[src/rtl/iec104_pkg.sv]
// Shared constants, types and helpers for the IEC 104 APCI receiver.
`default_nettype none
package iec104_pkg;

  localparam int MAX_FRAME = 255;
  localparam int LEN_W     = 9;
  localparam int SEQ_W     = 15;
  localparam int QDEPTH    = 4;
  localparam int QPTR_W    = 2;
  localparam int QCNT_W    = 3;
  localparam int STEP_W    = 3;

  localparam logic [LEN_W-1:0]  MIN_LEN   = LEN_W'(6);
  localparam logic [LEN_W-1:0]  MAX_LEN   = LEN_W'(MAX_FRAME);
  localparam logic [LEN_W-1:0]  TID_INDEX = LEN_W'(6);
  localparam logic [STEP_W-1:0] LAST_STEP = STEP_W'(6);

  localparam logic [7:0] START_BYTE    = 8'h68;
  localparam logic [7:0] APCI_LEN      = 8'h04;
  localparam logic [7:0] S_CTRL        = 8'h01;
  localparam logic [7:0] ZERO_BYTE     = 8'h00;
  localparam logic [7:0] U_STARTDT_CON = 8'h0B;
  localparam logic [7:0] U_STOPDT_CON  = 8'h23;
  localparam logic [7:0] U_TESTFR_ACT  = 8'h43;
  localparam logic [7:0] U_TESTFR_CON  = 8'h83;
  localparam logic [7:0] TID_NO_ACK    = 8'd100;

  localparam logic [1:0] FK_I = 2'd0;
  localparam logic [1:0] FK_S = 2'd1;
  localparam logic [1:0] FK_U = 2'd2;

  localparam logic ITEM_RESP   = 1'b0;
  localparam logic ITEM_REPORT = 1'b1;

  typedef enum logic [1:0] {
    RESP_NONE,
    RESP_SACK,
    RESP_TESTCON
  } resp_t;

  typedef struct packed {
    logic [1:0]       fkind;
    logic [7:0]       tid;
    logic             started;
    logic             tested;
    logic [SEQ_W-1:0] send;
    logic [SEQ_W-1:0] recv;
    resp_t            resp;
  } job_t;

  function automatic logic [7:0] resp_byte(resp_t r, logic [STEP_W-1:0] idx,
                                           logic [SEQ_W-1:0] recv);
    logic [7:0] b;
    b = ZERO_BYTE;
    case (idx)
      STEP_W'(1): b = START_BYTE;
      STEP_W'(2): b = APCI_LEN;
      STEP_W'(3): b = (r == RESP_SACK) ? S_CTRL : U_TESTFR_CON;
      STEP_W'(5): b = (r == RESP_SACK) ? {recv[6:0], 1'b0} : ZERO_BYTE;
      STEP_W'(6): b = (r == RESP_SACK) ? recv[14:7] : ZERO_BYTE;
      default:    b = ZERO_BYTE;
    endcase
    return b;
  endfunction

endpackage
`default_nettype wire

[src/rtl/iec104_front.sv]
// Byte parser: frame hunt, collection, classification and link state update.
`default_nettype none
module iec104_front (
  input  wire logic             clk,
  input  wire logic             rst,
  input  wire logic             in_valid,
  output logic                  in_ready,
  input  wire logic [7:0]       rx_byte,
  input  wire logic             q_full,
  output logic                  push,
  output iec104_pkg::job_t      push_job
);
  import iec104_pkg::*;

  typedef enum logic [1:0] {HUNT, LENGTH, BODY} phase_t;

  phase_t           phase;
  logic [LEN_W-1:0] frame_length;
  logic [LEN_W-1:0] byte_index;
  logic [7:0]       ctrl [4];
  logic [7:0]       type_id;
  logic [SEQ_W-1:0] send_counter;
  logic [SEQ_W-1:0] recv_counter;
  logic             started_flag;
  logic             tested_flag;

  logic [7:0]       ctrl_next [4];
  logic [7:0]       type_id_next;
  logic [LEN_W-1:0] idx_inc;
  logic [LEN_W-1:0] len_cand;
  logic             done;
  logic             accept;
  job_t             job;

  assign idx_inc  = byte_index + LEN_W'(1);
  assign len_cand = {1'b0, rx_byte} + LEN_W'(2);
  assign done     = (phase == BODY) && (idx_inc >= frame_length);
  assign in_ready = !(done && q_full);
  assign accept   = in_valid && in_ready;
  assign push     = accept && done;
  assign push_job = job;

  always_comb begin
    ctrl_next    = ctrl;
    type_id_next = type_id;
    if (byte_index >= LEN_W'(2) && byte_index <= LEN_W'(5)) begin
      ctrl_next[byte_index[1:0] - 2'd2] = rx_byte;
    end else if (byte_index == TID_INDEX) begin
      type_id_next = rx_byte;
    end
  end

  always_comb begin
    job.fkind   = FK_I;
    job.tid     = ZERO_BYTE;
    job.started = started_flag;
    job.tested  = tested_flag;
    job.send    = send_counter;
    job.recv    = recv_counter;
    job.resp    = RESP_NONE;
    if (!ctrl_next[0][0]) begin
      job.fkind = FK_I;
      job.tid   = type_id_next;
      job.send  = {ctrl_next[3], ctrl_next[2][7:1]};
      job.recv  = {ctrl_next[1], ctrl_next[0][7:1]} + SEQ_W'(1);
      if (type_id_next != TID_NO_ACK) begin
        job.resp = RESP_SACK;
      end
    end else if (!ctrl_next[0][1]) begin
      job.fkind = FK_S;
    end else begin
      job.fkind = FK_U;
      unique case (ctrl_next[0])
        U_STARTDT_CON: begin
          job.started = 1'b1;
          job.send    = '0;
          job.recv    = '0;
        end
        U_STOPDT_CON: begin
          job.started = 1'b0;
          job.send    = '0;
          job.recv    = '0;
        end
        U_TESTFR_ACT: begin
          job.tested = 1'b0;
          job.resp   = RESP_TESTCON;
        end
        U_TESTFR_CON: begin
          job.tested = 1'b0;
        end
        default: begin
        end
      endcase
    end
  end

  always_ff @(posedge clk) begin
    if (rst) begin
      phase        <= HUNT;
      frame_length <= '0;
      byte_index   <= '0;
      ctrl         <= '{default: '0};
      type_id      <= '0;
      send_counter <= '0;
      recv_counter <= '0;
      started_flag <= 1'b0;
      tested_flag  <= 1'b1;
    end else if (accept) begin
      unique case (phase)
        HUNT: begin
          if (rx_byte == START_BYTE) begin
            phase <= LENGTH;
          end
        end
        LENGTH: begin
          if (len_cand >= MIN_LEN && len_cand <= MAX_LEN) begin
            frame_length <= len_cand;
            byte_index   <= LEN_W'(2);
            phase        <= BODY;
          end else begin
            phase <= HUNT;
          end
        end
        BODY: begin
          ctrl       <= ctrl_next;
          type_id    <= type_id_next;
          byte_index <= idx_inc;
          if (done) begin
            phase        <= HUNT;
            send_counter <= job.send;
            recv_counter <= job.recv;
            started_flag <= job.started;
            tested_flag  <= job.tested;
          end
        end
        default: phase <= HUNT;
      endcase
    end
  end

endmodule
`default_nettype wire

[src/rtl/iec104_queue.sv]
// Short job queue between the parser and the result emitter.
`default_nettype none
module iec104_queue (
  input  wire logic             clk,
  input  wire logic             rst,
  input  wire logic             push,
  input  iec104_pkg::job_t      push_job,
  input  wire logic             pop,
  output logic                  full,
  output logic                  empty,
  output iec104_pkg::job_t      head
);
  import iec104_pkg::*;

  job_t              slots [QDEPTH];
  logic [QPTR_W-1:0] wr_ptr;
  logic [QPTR_W-1:0] rd_ptr;
  logic [QCNT_W-1:0] count;

  assign full  = (count == QCNT_W'(QDEPTH));
  assign empty = (count == '0);
  assign head  = slots[rd_ptr];

  always_ff @(posedge clk) begin
    if (push) begin
      slots[wr_ptr] <= push_job;
    end
  end

  always_ff @(posedge clk) begin
    if (rst) begin
      wr_ptr <= '0;
      rd_ptr <= '0;
      count  <= '0;
    end else begin
      if (push) begin
        wr_ptr <= wr_ptr + QPTR_W'(1);
      end
      if (pop) begin
        rd_ptr <= rd_ptr + QPTR_W'(1);
      end
      if (push && !pop) begin
        count <= count + QCNT_W'(1);
      end else if (pop && !push) begin
        count <= count - QCNT_W'(1);
      end
    end
  end

endmodule
`default_nettype wire

[src/rtl/iec104_back.sv]
// Result emitter: one report item, then any response bytes, through an output register.
`default_nettype none
module iec104_back (
  input  wire logic                        clk,
  input  wire logic                        rst,
  input  wire logic                        q_empty,
  input  iec104_pkg::job_t                 head,
  output logic                             pop,
  output logic                             out_valid,
  input  wire logic                        out_ready,
  output logic                             item_kind,
  output logic [7:0]                       tx_byte,
  output logic                             last_of_run,
  output logic [1:0]                       frame_kind,
  output logic [7:0]                       frame_type_id,
  output logic                             link_started,
  output logic                             test_pending,
  output logic [iec104_pkg::SEQ_W-1:0]     send_seq,
  output logic [iec104_pkg::SEQ_W-1:0]     recv_seq
);
  import iec104_pkg::*;

  logic [STEP_W-1:0] step;
  logic              load;
  logic              is_last;

  assign load    = !out_valid || out_ready;
  assign is_last = (step == '0) ? (head.resp == RESP_NONE) : (step == LAST_STEP);
  assign pop     = load && !q_empty && is_last;

  always_ff @(posedge clk) begin
    if (rst) begin
      out_valid <= 1'b0;
      step      <= '0;
    end else if (load) begin
      out_valid <= !q_empty;
      if (!q_empty) begin
        step <= is_last ? '0 : step + STEP_W'(1);
      end
    end
  end

  always_ff @(posedge clk) begin
    if (load && !q_empty) begin
      last_of_run <= is_last;
      if (step == '0) begin
        item_kind     <= ITEM_REPORT;
        tx_byte       <= ZERO_BYTE;
        frame_kind    <= head.fkind;
        frame_type_id <= head.tid;
        link_started  <= head.started;
        test_pending  <= head.tested;
        send_seq      <= head.send;
        recv_seq      <= head.recv;
      end else begin
        item_kind     <= ITEM_RESP;
        tx_byte       <= resp_byte(head.resp, step, head.recv);
        frame_kind    <= FK_I;
        frame_type_id <= ZERO_BYTE;
        link_started  <= 1'b0;
        test_pending  <= 1'b0;
        send_seq      <= '0;
        recv_seq      <= '0;
      end
    end
  end

endmodule
`default_nettype wire

[src/rtl/iec104_apdu_receiver_core.sv]
// Top level of the IEC 104 APCI receiver: parser, job queue and emitter.
//
//  channel | valid     | ready     | payload
//  --------+-----------+-----------+----------------------------------------------
//  in      | in_valid  | in_ready  | rx_byte
//  out     | out_valid | out_ready | item_kind tx_byte last_of_run frame_kind
//          |           |           | frame_type_id link_started test_pending
//          |           |           | send_seq recv_seq
//
// One byte is taken per cycle while in_ready is high; a completed frame becomes a job in a four-entry queue.
// The emitter sends one item per cycle while out_ready is high: one report plus up to six response bytes.
// After a frame's last byte is taken, its job is written to a queue slot and then loaded into the output register.
// in_ready falls only on a frame's last byte while the queue is full.
// Synchronous reset clears the parser, queue pointers and output valid.
`default_nettype none
module iec104_apdu_receiver_core (
  input  wire logic                        clk,
  input  wire logic                        rst,
  input  wire logic                        in_valid,
  output logic                             in_ready,
  input  wire logic [7:0]                  rx_byte,
  output logic                             out_valid,
  input  wire logic                        out_ready,
  output logic                             item_kind,
  output logic [7:0]                       tx_byte,
  output logic                             last_of_run,
  output logic [1:0]                       frame_kind,
  output logic [7:0]                       frame_type_id,
  output logic                             link_started,
  output logic                             test_pending,
  output logic [iec104_pkg::SEQ_W-1:0]     send_seq,
  output logic [iec104_pkg::SEQ_W-1:0]     recv_seq
);
  import iec104_pkg::*;

  logic q_full;
  logic q_empty;
  logic push;
  logic pop;
  job_t push_job;
  job_t head;

  iec104_front u_front (
    .clk      (clk),
    .rst      (rst),
    .in_valid (in_valid),
    .in_ready (in_ready),
    .rx_byte  (rx_byte),
    .q_full   (q_full),
    .push     (push),
    .push_job (push_job)
  );

  iec104_queue u_queue (
    .clk      (clk),
    .rst      (rst),
    .push     (push),
    .push_job (push_job),
    .pop      (pop),
    .full     (q_full),
    .empty    (q_empty),
    .head     (head)
  );

  iec104_back u_back (
    .clk           (clk),
    .rst           (rst),
    .q_empty       (q_empty),
    .head          (head),
    .pop           (pop),
    .out_valid     (out_valid),
    .out_ready     (out_ready),
    .item_kind     (item_kind),
    .tx_byte       (tx_byte),
    .last_of_run   (last_of_run),
    .frame_kind    (frame_kind),
    .frame_type_id (frame_type_id),
    .link_started  (link_started),
    .test_pending  (test_pending),
    .send_seq      (send_seq),
    .recv_seq      (recv_seq)
  );

endmodule
`default_nettype wire

[config.mk]
export PLATFORM = sky130hd
export DESIGN_NAME = iec104_apdu_receiver_core
export DESIGN_NICKNAME = d
export VERILOG_FILES = /design/src/rtl/iec104_pkg.sv /design/src/rtl/iec104_front.sv /design/src/rtl/iec104_queue.sv /design/src/rtl/iec104_back.sv /design/src/rtl/iec104_apdu_receiver_core.sv
export SDC_FILE = /design/constraint.sdc
export NUM_CORES = 1
export LEC_CHECK = 0
export CORE_MARGIN = 1.5
export CORE_UTILIZATION = 58
export DETAILED_ROUTE_END_ITERATION = 16
export DONT_BUFFER_PORTS = 1
export PLACE_DENSITY_LB_ADDON = 0.25
export RECOVER_POWER = 25
export SYNTH_ARGS = -nofsm -noshare
export SYNTH_HDL_FRONTEND = slang
export SYNTH_SLANG_ARGS = --single-unit
[constraint.sdc]
create_clock -name clk -period 4.2 [get_ports clk]
set_input_delay 1.26 -clock clk [delete_from_list [all_inputs] [get_ports clk]]
set_output_delay 1.26 -clock clk [all_outputs]
set_load 0.01 [all_outputs]
==> reports/metrics.yaml <==
status: "finished with violations"
violations: "capacitance limit, slew limit"
n_antenna_cell: 0
cts_inserted_buffers: 35
antenna_found_initial: 0
critPathCaptureType: "output pin"
relSlewSlack: -0.0892
vias_per_cell: 6.19
route.detailed.drc: 0
synth.area.top_cells: "edfxtp_1 47%, dfxtp_1 14%, mux4_2 6.7%, nand2_1 3.0%, nor2_1 2.7%"
synth.largest_area_cell: "edfxtp_1"
pwr_density_cell_mw_per_mm2: 396
syn_area_mm2: 0.0147
cts_hold_buf: 0
hold_viol: 0
async_flop_share: 0
stdcell_area_mm2: 0.0162
antenna_left: 0
clock-sinks: 332
via_count: 9634
worstHoldPathCells: 1
grt_pass1_wl_um: 51000
p_comb_frac: 0.006
start_kind: "flop"
report.final.slew_viol_count: 45
power.internal_w: 0.00517
die_area_mm2: 0.0263
wl_per_cell_um: 20.6
fin_setup_tns_ns: 0
grt_pass1_vias: 9302
area_delta_synth_final_pct: 10.3
core_area_mm2: 0.0250
groute.usage.overall: 0.249
gp_congestion: 0.839
cts_buffer_depth: 3
first_pass_iters: 6
fp.dieH_um: 162
worstMarginPinSlew_ns: 1.63
clock_power_share: 0.457
clock_skew_ns: 0.0194
cts.clk_slew.worst_paths_ns: 0.06
ys_types: 65
die_w_um: 162
synth_cells: 1221
port_buffers: 0
switching_share: 0.196
fmax_mhz: 247
seqPwrFrac: 0.537
yosys_register_bits: 332
io_pins: 66
layout-drive-gt1-share: 0.138
synth.top_cell.area_share: 0.465
rsz0062_at_grt: "false"
finalSetupViolations: 0
hp-class: "flop to flop"
ys_warn_count: 0
nNetsFinal: 1243
finalCritPeriodShare: 0.965
p_switching_w: 0.00126
leakage_nw: 5.31
period_minus_slack_ns: 4.05
syn_area_per_cell_um2: 12.1
max_cap_viol_count: 1
synth_edf_count: 228
place_area_mm2: 0.0151
cts_tree: "yes"
worstPathRequired_ns: 2.94
rows: 58
criticalPathCategory: "flop to output pin"
root_buffer: "clkbuf_16"
wl_um: 32100
htreeDepth: 2
synth_ff_type: "edfxtp_1"
overflow: 0
cp.arrival_ns: 2.79
ys_seq_area_frac: 0.607
start_util: 0.588
syn_nets: 1260
clock_latency_ns: 0.52
rr_worst_depth: 17
path_max_fanout: 7
ir_drop_mv: 0.386
grt_max_degree: 95
dpl.hpwl_um: 20300
drt_iter0_drc: 874
==> power by group through the flow <==
| stage | registers (W) | clock network [W] | logic [W] |
|---|---|---|---|
| 3_5_place_dp | 0.00352 | 0 | 0.0000360 |
| 2_1_floorplan | 0.00352 | 0 | 0.0000570 |
| 3_3_place_gp | 0.00352 | 0 | 0.0000354 |
| 4_1_cts | 0.00345 | 0.00298 | 0.0000365 |
| 5_1_grt | 0.00345 | 0.00310 | 0.0000408 |
| 6_report | 0.00345 | 0.00294 | 0.0000370 |
==> path summary, 6_finish.rpt <==
path	startpoint	end	slack [ns]
hold reg to reg	u_front.tested_flag	u_front.tested_flag	0.45
setup reg to reg	u_front.byte_index[1]	u_queue.count[2]	0.37
hold / removal	u_front.tested_flag	u_front.tested_flag	0.45
setup / recovery	u_front.byte_index[1]	in_ready	0.15
==> per-stage QoR <==
step | hold WS, ns | setup WS, ns | std cells | util | total power (W)
after floorplan | 0.419 | 0.327 | 1221 | - | 0.00358
after global placement | 0.427 | 0.147 | 1493 | 0.603 | 0.00356
after detailed placement | 0.432 | 0.0909 | 1493 | 0.603 | 0.00356
after CTS | 0.446 | 0.0222 | 1554 | 0.647 | 0.00647
after global routing | 0.465 | 0.00249 | 1557 | 0.648 | 0.00659
final | 0.446 | 0.147 | 1557 | 0.648 | 0.00643
==> Yosys cell counts (3+ instances only) <==
cell type  count
edfxtp_1     228
nand2_1      118
nor2_1       107
dfxtp_1      104
a21oi_1       80
clkbuf_1      65
nand3_1       60
and3_1        56
mux4_2        44
nor3_1        35
inv_1         32
o21ai_0       30
ha_1          26
a22oi_1       25
xor2_1        19
mux2_2        18
mux2i_1       18
xnor2_1       17
a211oi_1      13
buf_2         11
a21o_1         9
buf_1          8
nand4_1        8
o22ai_1        7
and2_1         6
nand2b_1       6
nor4_1         6
or4_1          6
nor2b_1        5
o211ai_1       4
or2_2          4
a31oi_1        3
==> critical path, stage by stage, from the launching register on <==
cell and delay (ns):
dfxtp_2 0.39, ha_2 0.21, nand3_2 0.11, inv_1 0.09, nand3_2 0.11, nor2_1 0.14, xor2_1 0.23, ha_1 0.28
a211oi_1 0.22, o31a_1 0.27, a21boi_4 0.10, inv_2 0.13
==> kinds of logic after synthesis <==
kind of cell / Yosys count / synth area share
AOI/OAI and AO/OA: 195 / 0.0821
muxes: 80 / 0.0934
and+or+nand+nor: 432 / 0.141
adders and majority gates: 27 / 0.0235
xor gates and xnor gates: 36 / 0.0214
DFF: 332 / 0.607
buffers and inverters: 119 / 0.0318
==> registers in the layout (all words and copies together) (netlist names), 3 cells and up, named ones only <==
register and cells:
u_front.byte_index 9, u_queue.count 3, u_front.recv_counter 15, u_back.step 3, u_front.frame_length 9, u_back.frame_type_id 8
u_back.recv_seq 15, u_queue.slots 176, u_front.type_id 8, u_front.ctrl 31, u_back.send_seq 15, u_back.tx_byte 8
u_front.send_counter 15
==> placed cells by master, fill, tap and decap left out, drive strengths merged, types with 19 or more instances in the layout <==
| cell type | netlist | routed |
|---|---|---|
| edfxtp | 228 | 228 |
| nand2 | 118 | 118 |
| ha | 26 | 26 |
| nor2 | 107 | 107 |
| a21oi | 80 | 80 |
| inv | 32 | 32 |
| nand3 | 60 | 60 |
| dfxtp | 104 | 104 |
| o21ai | 31 | 31 |
| nor3 | 36 | 36 |
| a22oi | 25 | 25 |
| buf | 20 | 27 |
| clkbuf | 65 | 49 |
| xor2 | 19 | 19 |
| mux4 | 44 | 44 |
| and3 | 56 | 56 |
==> final cells by class <==
class                           count  area [µm²]
Multi-Input combinational cell    770        5360
Fill cell                        1870        8810
Inverter                           34         128
Clock buffer                       45         933
Timing Repair Buffer               31         308
Sequential cell                   332        8940
Tap cell                          330         413
Clock inverter                     15         151
==> what timing repair did <==
| action | CTS | global route |
|---|---|---|
| pin swaps | 0 | 1 |
| resized for setup | 5 | 5 |
| buffers inserted | 1 | 3 |
| setup endpoints to repair | 1 | 1 |
==> routing by layer <==
layer | part of all wire | track usage | vias up
li1 | - | - | 4475
met1 | 0.44 | 0.353 | 4739
met2 | 0.47 | 0.403 | 366
met3 | 0.069 | 0.0380 | 54
met4 | 0.021 | 0.0730 | 0
met5 | 0 | 0 | -
Power figures use the tool's default switching activity.
